`src/rtl/gmsig_pkg.sv`:
```
`timescale 1ns / 1ps
// ----------------------------------------------------------------------------
// gmsig_pkg
// shared types, constants and helpers for the grid mesh skirt index generator
// ----------------------------------------------------------------------------
package gmsig_pkg;

    localparam int DIM_W     = 11;   // grid dimension register width
    localparam int CNT_W     = 10;   // cell column / row counter width
    localparam int IDX_W     = 21;   // vertex index width
    localparam int CFG_IDX_W = 2;    // configuration register index width
    localparam int CFG_W     = 11;   // configuration data width

    localparam logic [DIM_W-1:0] MAX_DIM = 11'd1024;
    localparam logic [DIM_W-1:0] MIN_DIM = 11'd2;
    localparam logic [DIM_W-1:0] DIM_RST = 11'd64;

    // configuration register indexes
    localparam logic [CFG_IDX_W-1:0] REG_GRID_WIDTH  = 2'd0;
    localparam logic [CFG_IDX_W-1:0] REG_GRID_HEIGHT = 2'd1;

    // generation regions
    localparam logic [1:0] PH_TOP = 2'd0;
    localparam logic [1:0] PH_ROW = 2'd1;
    localparam logic [1:0] PH_COL = 2'd2;
    localparam logic [1:0] PH_BOT = 2'd3;

    localparam logic [1:0] SLOT_LAST = 2'd3;

    // grid geometry derived from the configuration registers
    typedef struct packed {
        logic [DIM_W-1:0] w;       // clamped width
        logic [CNT_W-1:0] w_m2;    // w - 2, last cell column
        logic [CNT_W-1:0] h_m2;    // h - 2, last cell row
        logic [IDX_W-1:0] n;       // w * h, bottom vertex offset
        logic [IDX_W-1:0] l;       // w * (h - 1), first vertex of last row
    } dims_t;

    // generation position
    typedef struct packed {
        logic [1:0]       phase;
        logic [CNT_W-1:0] col;
        logic [CNT_W-1:0] row;
        logic [1:0]       slot;
        logic [IDX_W-1:0] row_base;
    } gen_state_t;

    // one emitted triangle
    typedef struct packed {
        logic [IDX_W-1:0] a;
        logic [IDX_W-1:0] b;
        logic [IDX_W-1:0] c;
        logic [1:0]       region;
        logic             last;
    } tri_t;

    function automatic logic [DIM_W-1:0] clamp_dim(input logic [DIM_W-1:0] d);
        logic [DIM_W-1:0] r;
        if (d < MIN_DIM)
            r = MIN_DIM;
        else if (d > MAX_DIM)
            r = MAX_DIM;
        else
            r = d;
        return r;
    endfunction

endpackage

```
`src/rtl/grid_mesh_skirt_index_generator_unit.sv`:
```
`timescale 1ns / 1ps
// ----------------------------------------------------------------------------
// grid_mesh_skirt_index_generator_unit
// triangle index stream for a vertex grid closed into a slab with skirts
// ----------------------------------------------------------------------------
// Each input transaction yields exactly one triangle, one per clock cycle when
// the output side keeps taking them: the position counters and corner adders
// sit between the position registers and the result register, with no loop
// over cycles. The list runs top surface (two triangles per cell), row skirts
// (four per row), column skirts (four per column), then the bottom surface
// offset by width*height; end_of_mesh marks its last triangle, after which the
// stream wraps. restart=1 rewinds to the first top triangle before emitting.
// Writing grid_width or grid_height also rewinds; values are clamped to
// 2..1024. The grid size product is formed by a multiplier at write time, so
// an item may follow a write on the very next cycle.
// ----------------------------------------------------------------------------
module grid_mesh_skirt_index_generator_unit (
    input  logic                            clk,
    input  logic                            rst_n,
    // configuration write port
    input  logic                            cfg_we,
    input  logic [gmsig_pkg::CFG_IDX_W-1:0] cfg_index,
    input  logic [gmsig_pkg::CFG_W-1:0]     cfg_data,
    // request channel
    input  logic                            in_valid,
    output logic                            in_ready,
    input  logic                            restart,
    // triangle channel
    output logic                            out_valid,
    input  logic                            out_ready,
    output logic [gmsig_pkg::IDX_W-1:0]     corner_a,
    output logic [gmsig_pkg::IDX_W-1:0]     corner_b,
    output logic [gmsig_pkg::IDX_W-1:0]     corner_c,
    output logic [1:0]                      region,
    output logic                            end_of_mesh
);
    import gmsig_pkg::*;

    dims_t      dims;
    logic       rewind;
    logic       accept;
    gen_state_t cur;
    gen_state_t state;
    tri_t       tri_c;

    logic       out_valid_reg, out_valid_next;
    tri_t       result_reg;

    // a new transaction enters whenever the result register is empty or drains
    assign in_ready = !out_valid_reg || out_ready;
    assign accept   = in_valid && in_ready;

    gmsig_cfg u_cfg (
        .clk       (clk),
        .rst_n     (rst_n),
        .cfg_we    (cfg_we),
        .cfg_index (cfg_index),
        .cfg_data  (cfg_data),
        .dims      (dims),
        .rewind    (rewind)
    );

    gmsig_seq u_seq (
        .clk     (clk),
        .rst_n   (rst_n),
        .accept  (accept),
        .restart (restart),
        .rewind  (rewind),
        .dims    (dims),
        .cur     (cur),
        .state   (state)
    );

    gmsig_tri u_tri (
        .cur   (cur),
        .dims  (dims),
        .tri_o (tri_c)
    );

    // result register valid flag
    always_comb
    begin
        if (accept)
            out_valid_next = 1'b1;
        else if (out_ready)
            out_valid_next = 1'b0;
        else
            out_valid_next = out_valid_reg;
    end

    always_ff @(posedge clk or negedge rst_n)
    begin
        if (!rst_n)
            out_valid_reg <= 1'b0;
        else
            out_valid_reg <= out_valid_next;
    end

    // payload needs no reset
    always_ff @(posedge clk)
    begin
        if (accept)
            result_reg <= tri_c;
    end

    assign out_valid   = out_valid_reg;
    assign corner_a    = result_reg.a;
    assign corner_b    = result_reg.b;
    assign corner_c    = result_reg.c;
    assign region      = result_reg.region;
    assign end_of_mesh = result_reg.last;

`ifndef SYNTHESIS
    // end of mesh only ever comes from the bottom surface
    a_last_in_bottom: assert property (@(posedge clk) disable iff (!rst_n)
        (out_valid && end_of_mesh) |-> (region == PH_BOT))
        else $error("end_of_mesh outside bottom region");

    // emitting the final triangle wraps back to the first top triangle
    a_wrap: assert property (@(posedge clk) disable iff (!rst_n)
        (accept && tri_c.last) |=>
            (state.phase == PH_TOP && state.slot == 2'd0
             && state.col == '0 && state.row == '0 && state.row_base == '0))
        else $error("sequence did not wrap after final triangle");

    // surfaces use only two triangle slots
    a_surface_slot: assert property (@(posedge clk) disable iff (!rst_n)
        (state.phase == PH_TOP || state.phase == PH_BOT) |-> (state.slot[1] == 1'b0))
        else $error("surface triangle slot out of range");

    // an accepted transaction always shows up in the result register
    a_accept_valid: assert property (@(posedge clk) disable iff (!rst_n)
        accept |=> out_valid)
        else $error("accepted transaction lost");
`endif

endmodule

```
`src/rtl/gmsig_cfg.sv`:
```
`timescale 1ns / 1ps
// ----------------------------------------------------------------------------
// gmsig_cfg
// grid dimension registers with clamping and precomputed vertex offsets
// ----------------------------------------------------------------------------
module gmsig_cfg (
    input  logic                            clk,
    input  logic                            rst_n,
    input  logic                            cfg_we,
    input  logic [gmsig_pkg::CFG_IDX_W-1:0] cfg_index,
    input  logic [gmsig_pkg::CFG_W-1:0]     cfg_data,
    output gmsig_pkg::dims_t                dims,
    output logic                            rewind
);
    import gmsig_pkg::*;

    localparam logic [IDX_W-1:0] N_RST = IDX_W'(DIM_RST) * IDX_W'(DIM_RST);
    localparam logic [IDX_W-1:0] L_RST = IDX_W'(DIM_RST) * IDX_W'(DIM_RST - 11'd1);

    logic [DIM_W-1:0] w_reg, w_next;
    logic [DIM_W-1:0] h_reg, h_next;
    logic [IDX_W-1:0] n_reg, n_next;
    logic [IDX_W-1:0] l_reg, l_next;
    logic             wr_w, wr_h;
    logic [DIM_W-1:0] h_m1;

    assign wr_w   = cfg_we && (cfg_index == REG_GRID_WIDTH);
    assign wr_h   = cfg_we && (cfg_index == REG_GRID_HEIGHT);
    assign rewind = wr_w || wr_h;

    assign w_next = wr_w ? clamp_dim(cfg_data) : w_reg;
    assign h_next = wr_h ? clamp_dim(cfg_data) : h_reg;
    assign h_m1   = h_next - 11'd1;

    // two parallel products, both settled at write time
    assign n_next = IDX_W'(w_next) * IDX_W'(h_next);
    assign l_next = IDX_W'(w_next) * IDX_W'(h_m1);

    always_ff @(posedge clk or negedge rst_n)
    begin
        if (!rst_n)
        begin
            w_reg <= DIM_RST;
            h_reg <= DIM_RST;
            n_reg <= N_RST;
            l_reg <= L_RST;
        end
        else if (rewind)
        begin
            w_reg <= w_next;
            h_reg <= h_next;
            n_reg <= n_next;
            l_reg <= l_next;
        end
    end

    assign dims.w    = w_reg;
    assign dims.w_m2 = CNT_W'(w_reg - 11'd2);
    assign dims.h_m2 = CNT_W'(h_reg - 11'd2);
    assign dims.n    = n_reg;
    assign dims.l    = l_reg;

endmodule

```
`src/rtl/gmsig_seq.sv`:
```
`timescale 1ns / 1ps
// ----------------------------------------------------------------------------
// gmsig_seq
// position sequencer: region, cell column, cell row and triangle slot
// ----------------------------------------------------------------------------
module gmsig_seq (
    input  logic                   clk,
    input  logic                   rst_n,
    input  logic                   accept,
    input  logic                   restart,
    input  logic                   rewind,
    input  gmsig_pkg::dims_t       dims,
    output gmsig_pkg::gen_state_t  cur,
    output gmsig_pkg::gen_state_t  state
);
    import gmsig_pkg::*;

    gen_state_t state_reg, state_next;
    gen_state_t eff;
    gen_state_t adv;
    logic       out_of_range;
    logic       col_last, row_last;

    assign state = state_reg;

    // position actually used for this transaction
    assign out_of_range = (state_reg.col > dims.w_m2) || (state_reg.row > dims.h_m2);
    assign eff = (restart || out_of_range) ? '0 : state_reg;
    assign cur = eff;

    assign col_last = (eff.col == dims.w_m2);
    assign row_last = (eff.row == dims.h_m2);

    always_comb
    begin
        adv = eff;
        unique case (eff.phase) inside
            PH_TOP, PH_BOT:
            begin
                if (eff.slot == 2'd0)
                    adv.slot = 2'd1;
                else
                begin
                    adv.slot = 2'd0;
                    if (col_last)
                    begin
                        adv.col = '0;
                        if (row_last)
                        begin
                            adv.row      = '0;
                            adv.row_base = '0;
                            adv.phase    = (eff.phase == PH_TOP) ? PH_ROW : PH_TOP;
                        end
                        else
                        begin
                            adv.row      = eff.row + 10'd1;
                            adv.row_base = eff.row_base + IDX_W'(dims.w);
                        end
                    end
                    else
                        adv.col = eff.col + 10'd1;
                end
            end
            PH_ROW:
            begin
                if (eff.slot != SLOT_LAST)
                    adv.slot = eff.slot + 2'd1;
                else
                begin
                    adv.slot = 2'd0;
                    if (row_last)
                    begin
                        adv.row      = '0;
                        adv.row_base = '0;
                        adv.phase    = PH_COL;
                    end
                    else
                    begin
                        adv.row      = eff.row + 10'd1;
                        adv.row_base = eff.row_base + IDX_W'(dims.w);
                    end
                end
            end
            PH_COL:
            begin
                if (eff.slot != SLOT_LAST)
                    adv.slot = eff.slot + 2'd1;
                else
                begin
                    adv.slot = 2'd0;
                    if (col_last)
                    begin
                        adv.col   = '0;
                        adv.phase = PH_BOT;
                    end
                    else
                        adv.col = eff.col + 10'd1;
                end
            end
        endcase
    end

    always_comb
    begin
        if (rewind)
            state_next = '0;
        else if (accept)
            state_next = adv;
        else
            state_next = state_reg;
    end

    always_ff @(posedge clk or negedge rst_n)
    begin
        if (!rst_n)
            state_reg <= '0;
        else
            state_reg <= state_next;
    end

endmodule

```
`src/rtl/gmsig_tri.sv`:
```
`timescale 1ns / 1ps
// ----------------------------------------------------------------------------
// gmsig_tri
// triangle corner computation for the current position
// ----------------------------------------------------------------------------
module gmsig_tri (
    input  gmsig_pkg::gen_state_t cur,
    input  gmsig_pkg::dims_t      dims,
    output gmsig_pkg::tri_t       tri_o
);
    import gmsig_pkg::*;

    localparam logic [IDX_W-1:0] ONE = IDX_W'(1);

    logic [IDX_W-1:0] w;
    logic [IDX_W-1:0] col;
    logic [IDX_W-1:0] v_cell;   // row_base + col
    logic [IDX_W-1:0] v_bot;    // cell vertex on the bottom surface
    logic [IDX_W-1:0] v_top;    // selected surface base
    logic [IDX_W-1:0] s_p;      // row skirt, right edge of this row
    logic [IDX_W-1:0] s_q;      // row skirt, right edge of next row
    logic [IDX_W-1:0] c_l;      // column skirt, back edge vertex

    assign w      = IDX_W'(dims.w);
    assign col    = IDX_W'(cur.col);
    assign v_cell = cur.row_base + col;
    assign v_bot  = v_cell + dims.n;
    assign v_top  = (cur.phase == PH_BOT) ? v_bot : v_cell;
    assign s_p    = cur.row_base + w - ONE;
    assign s_q    = s_p + w;
    assign c_l    = col + dims.l;

    always_comb
    begin
        tri_o.a      = '0;
        tri_o.b      = '0;
        tri_o.c      = '0;
        tri_o.region = cur.phase;
        tri_o.last   = (cur.phase == PH_BOT) && (cur.slot == 2'd1)
                       && (cur.col == dims.w_m2) && (cur.row == dims.h_m2);
        case (cur.phase)
            PH_TOP:
            begin
                if (cur.slot == 2'd0)
                begin
                    tri_o.a = v_top;
                    tri_o.b = v_top + w;
                    tri_o.c = v_top + ONE;
                end
                else
                begin
                    tri_o.a = v_top + ONE;
                    tri_o.b = v_top + w;
                    tri_o.c = v_top + w + ONE;
                end
            end
            PH_BOT:
            begin
                if (cur.slot == 2'd0)
                begin
                    tri_o.a = v_top;
                    tri_o.b = v_top + ONE;
                    tri_o.c = v_top + w;
                end
                else
                begin
                    tri_o.a = v_top + w;
                    tri_o.b = v_top + ONE;
                    tri_o.c = v_top + w + ONE;
                end
            end
            PH_ROW:
            begin
                case (cur.slot)
                    2'd0:
                    begin
                        tri_o.a = cur.row_base;
                        tri_o.b = cur.row_base + dims.n;
                        tri_o.c = cur.row_base + w;
                    end
                    2'd1:
                    begin
                        tri_o.a = cur.row_base + w;
                        tri_o.b = cur.row_base + dims.n;
                        tri_o.c = cur.row_base + w + dims.n;
                    end
                    2'd2:
                    begin
                        tri_o.a = s_p;
                        tri_o.b = s_q;
                        tri_o.c = s_p + dims.n;
                    end
                    default:
                    begin
                        tri_o.a = s_p + dims.n;
                        tri_o.b = s_q;
                        tri_o.c = s_q + dims.n;
                    end
                endcase
            end
            default:
            begin
                case (cur.slot)
                    2'd0:
                    begin
                        tri_o.a = col;
                        tri_o.b = col + ONE;
                        tri_o.c = col + dims.n;
                    end
                    2'd1:
                    begin
                        tri_o.a = col + dims.n;
                        tri_o.b = col + ONE;
                        tri_o.c = col + ONE + dims.n;
                    end
                    2'd2:
                    begin
                        tri_o.a = c_l;
                        tri_o.b = c_l + dims.n;
                        tri_o.c = c_l + ONE;
                    end
                    default:
                    begin
                        tri_o.a = c_l + dims.n;
                        tri_o.b = c_l + ONE + dims.n;
                        tri_o.c = c_l + ONE;
                    end
                endcase
            end
        endcase
    end

endmodule
```
`config.mk`:
```
export PLATFORM = sky130hd
export DESIGN_NAME = grid_mesh_skirt_index_generator_unit
export DESIGN_NICKNAME = d
export VERILOG_FILES = /design/src/rtl/gmsig_pkg.sv /design/src/rtl/grid_mesh_skirt_index_generator_unit.sv /design/src/rtl/gmsig_cfg.sv /design/src/rtl/gmsig_seq.sv /design/src/rtl/gmsig_tri.sv
export SDC_FILE = /design/constraint.sdc
export NUM_CORES = 2
export LEC_CHECK = 0
export ABC_AREA = 1
export ABC_CLOCK_PERIOD_IN_PS = 13450
export BUFFER_PORTS_ARGS = -buffer_cell sky130_fd_sc_hd__buf_4
export CORE_ASPECT_RATIO = 1.5
export CORE_MARGIN = 4
export CORE_UTILIZATION = 40
export CTS_CLUSTER_DIAMETER = 120
export DETAILED_ROUTE_END_ITERATION = 6
export PLACE_DENSITY_LB_ADDON = 0.15
export SLEW_MARGIN = 15
export SYNTH_ARGS = -nofsm -noshare
export SYNTH_HDL_FRONTEND = slang
export SYNTH_HIERARCHICAL = 1
export SYNTH_SLANG_ARGS = --single-unit
```
`constraint.sdc`:
```
create_clock -name clk -period 13.45 [get_ports clk]
set_input_delay 1.345 -clock clk [delete_from_list [all_inputs] [get_ports clk]]
set_output_delay 1.345 -clock clk [all_outputs]
set_load 0.01 [all_outputs]
```
==> impl_metrics.tcl <==
set metrics [dict create \
    largest_register_ffs 45 \
    clk-insertion-delay-late_ps 530 \
    cp_slowest_stage_delay_ps 710 \
    vias_per_cell 5.62 \
    die_x_um 250 \
    critPathMaxFanout 24 \
    die_h_um 371 \
    path_clk_slew_ps 80 \
    antenna_left 0 \
    vias 36902 \
    cts_buffer_depth 2 \
    track_usage 0.321 \
    diodes 0 \
    grt_pass1_vias 36361 \
    p_leak_nw 19.2 \
    cts_hold_buf 0 \
    initial_core_util 0.402 \
    fin_crit_sh 0.758 \
    place.detailed.hpwl_um 122000 \
    std_cell_rows 133 \
    ys_seq_area_frac 0.135 \
    dr.pass1.iters 6 \
    route.detailed.drc 0 \
    antenna_found_initial 4 \
    syn-mean-instance-area_sq_um 6.56 \
    drive_above_1_share 0.0761 \
    status "complete, no violations" \
    fin_worst_skew_ps 27.7 \
    path_common_cell "nand2_1" \
    ys_ff_latch 176 \
    slew_viol_final 0 \
    cp_slowest_cell "nor2_1" \
    cts_root_buf "clkbuf_16" \
    peakVddDrop_mv 0.179 \
    cts_setup_buffers 0 \
    synth_cells 5365 \
    path_class "reg -> reg" \
    post-route-min-period_ps 10190 \
    yosys_warnings 6 \
    max-slew-margin-rel 0.163 \
    cp.arrival_ps 10470 \
    clock-sinks 176 \
    ys.flop_type "dfrtp_1" \
    htreeDepth 4 \
    drt_wl_total_um 152000 \
    synth_cell_type_count 81 \
    cp-end-kind "flip-flop" \
    rsz0062_at_grt "no" \
    post_cts_resized 0 \
    gr-total-overflow 0 \
    wire_per_inst_um 23.1 \
    die_area_sq_mm 0.0929 \
    fin_setup_tns_ps 0 \
    maxCapViolCount 0 \
    cts_tree "done" \
    fmax_mhz 98.1 \
    hold_viol 0 \
    pin_count 87 \
    portBuffers 86 \
    p_total_mw 6.42 \
    synth-async-reset-ratio 0.625 \
    required_ps 13720 \
    final_nets 5952 \
    place_congestion 1.01 \
    grt_max_degree 70 \
    core-area_sq_mm 0.0875 \
    cts_buffers 17 \
    power.density_mw_per_mm2 169 \
    drtIter0Drc 3013 \
    setup_viol 0 \
    synth_edf_count 66 \
    worst_slew_pin_slew_ps 1240 \
    grt_pass1_wl_um 224000 \
    synth_area_sq_mm 0.0352 \
    start_kind "flip-flop" \
    areaGrowthSynthToFinish_pct 7.63 \
    syn_nets 5913 \
    min_path_type "reg -> reg" \
]
-- path summary, 6_finish.rpt --
check                                                 start                          end  slack (ps)  cells after the start
worst max-delay path             u_cfg/w_reg[1]$_DFFE_PN0P_       corner_c[17]$_DFFE_PP_        3260                     46
worst min-delay path            u_seq/state[20]$_DFFE_PN0P_  u_seq/state[20]$_DFFE_PN0P_         480                      2
worst max register to register   u_cfg/w_reg[1]$_DFFE_PN0P_       corner_c[17]$_DFFE_PP_        3260                     46
worst min register to register  u_seq/state[20]$_DFFE_PN0P_  u_seq/state[20]$_DFFE_PN0P_         480                      2
max in group asynchronous                             rst_n   u_cfg/l_reg[4]$_DFFE_PN0P_       11260                      2
min in group asynchronous                             rst_n  u_seq/state[32]$_DFFE_PN0P_         860                      1
-- synth_stat cells (all sizes together), types with 13 or more instances --
| library cell | instances | share of area |
|---|---|---|
| nand2 | 1492 | 0.16 |
| inv | 780 | 0.083 |
| nor2 | 438 | 0.053 |
| ha | 357 | 0.13 |
| o21ai | 356 | 0.052 |
| nand3 | 353 | 0.052 |
| a21oi | 342 | 0.050 |
| fa | 172 | 0.098 |
| xor2 | 171 | 0.045 |
| dfrtp | 101 | 0.072 |
| nand4 | 92 | 0.017 |
| xnor2 | 87 | 0.022 |
| clkbuf | 86 | 0.0093 |
| edfxtp | 66 | 0.056 |
| buf | 62 | 0.010 |
| o211ai | 59 | 0.013 |
| nor3 | 55 | 0.0090 |
| o2111ai | 34 | 0.0085 |
| a31oi | 27 | 0.0048 |
| or2 | 23 | 0.0041 |
| o21bai | 19 | 0.0045 |
| nand3b | 17 | 0.0036 |
| a21boi | 16 | 0.0038 |
| o22ai | 16 | 0.0028 |
| o221ai | 15 | 0.0037 |
| nor4 | 14 | 0.0025 |
| o31ai | 14 | 0.0030 |
| o21a | 13 | 0.0028 |
-- placed cells by master, fill, tap and decap left out, types with 10 or more instances in the layout --
cell type / count
nand2_1: 1448
inv_1: 753
nor2_1: 383
ha_1: 357
nand3_1: 343
a21oi_1: 334
o21ai_0: 316
fa_1: 172
buf_4: 168
xor2_1: 161
dfrtp_1: 101
nand4_1: 86
xnor2_1: 86
edfxtp_1: 66
o211ai_1: 59
nor3_1: 49
nand2_2: 37
o2111ai_1: 34
nor2_2: 33
o21ai_1: 33
inv_2: 27
a31oi_1: 27
nor2_4: 20
clkbuf_16: 18
or2_2: 17
o21bai_1: 17
nand3b_1: 17
o22ai_1: 16
o221ai_1: 15
o31ai_1: 14
nor4_1: 14
o21a_1: 13
a21o_1: 11
nand3_2: 10
-- layout make-up --
| cell class | count | area (sq um) |
|---|---|---|
| Sequential cell | 176 | 4750 |
| Multi-Input combinational cell | 4254 | 26900 |
| Timing Repair Buffer | 168 | 1260 |
| Clock inverter | 13 | 149 |
| Tap cell | 1147 | 1440 |
| Fill cell | 9554 | 49700 |
| Clock buffer | 19 | 458 |
| Inverter | 787 | 2960 |
-- report_power, final --
group	internal, mW	total [mW]	switching (mW)	leakage (nW)
combinational	1.77	5.06	3.30	16.8
sequential	0.662	0.809	0.147	2.05
clock	0.289	0.543	0.253	0.298
-- through the flow --
stage	setup WS (ps)	instances	util	instance area (sq um)	hold slack, ps
after floorplan	5370	5365	-	35200	449
after global placement	3660	6532	0.426	37300	464
after detailed placement	3350	6532	0.426	37300	469
after CTS	3330	6564	0.433	37900	491
after global routing	2250	6564	0.433	37900	513
final	3260	6564	0.433	37900	485
-- metal layers --
metal / share of wire / vias up / track usage
li1: - / 17720 / -
met1: 0.37 / 17310 / 0.347
met2: 0.48 / 1337 / 0.555
met3: 0.048 / 527 / 0.0383
met4: 0.11 / 8 / 0.276
met5: 0.00032 / - / 0
-- critical path, delay by kind of cell, from the launching register on --
kind,cells,cell delay (ps)
and+or+nand+nor,23,3730
buffers and inverters,7,1040
adders and majority gates,5,1830
AOI/OAI and AO/OA,7,1700
xor gates and xnor gates,4,1060
DFF,1,570
-- cell families (layout without fill, tap and decap cells) --
| logic type | count (synthesis) | after routing | share of synthesized area |
|---|---|---|---|
| buffers and inverters | 935 | 987 | 0.103 |
| and+or+nand+nor | 2500 | 2500 | 0.308 |
| DFF | 176 | 176 | 0.135 |
| adders and majority gates | 529 | 529 | 0.225 |
| xor gates and xnor gates | 258 | 258 | 0.0672 |
| AOI/OAI and AO/OA | 967 | 967 | 0.162 |
Power figures use the tool's default switching activity.
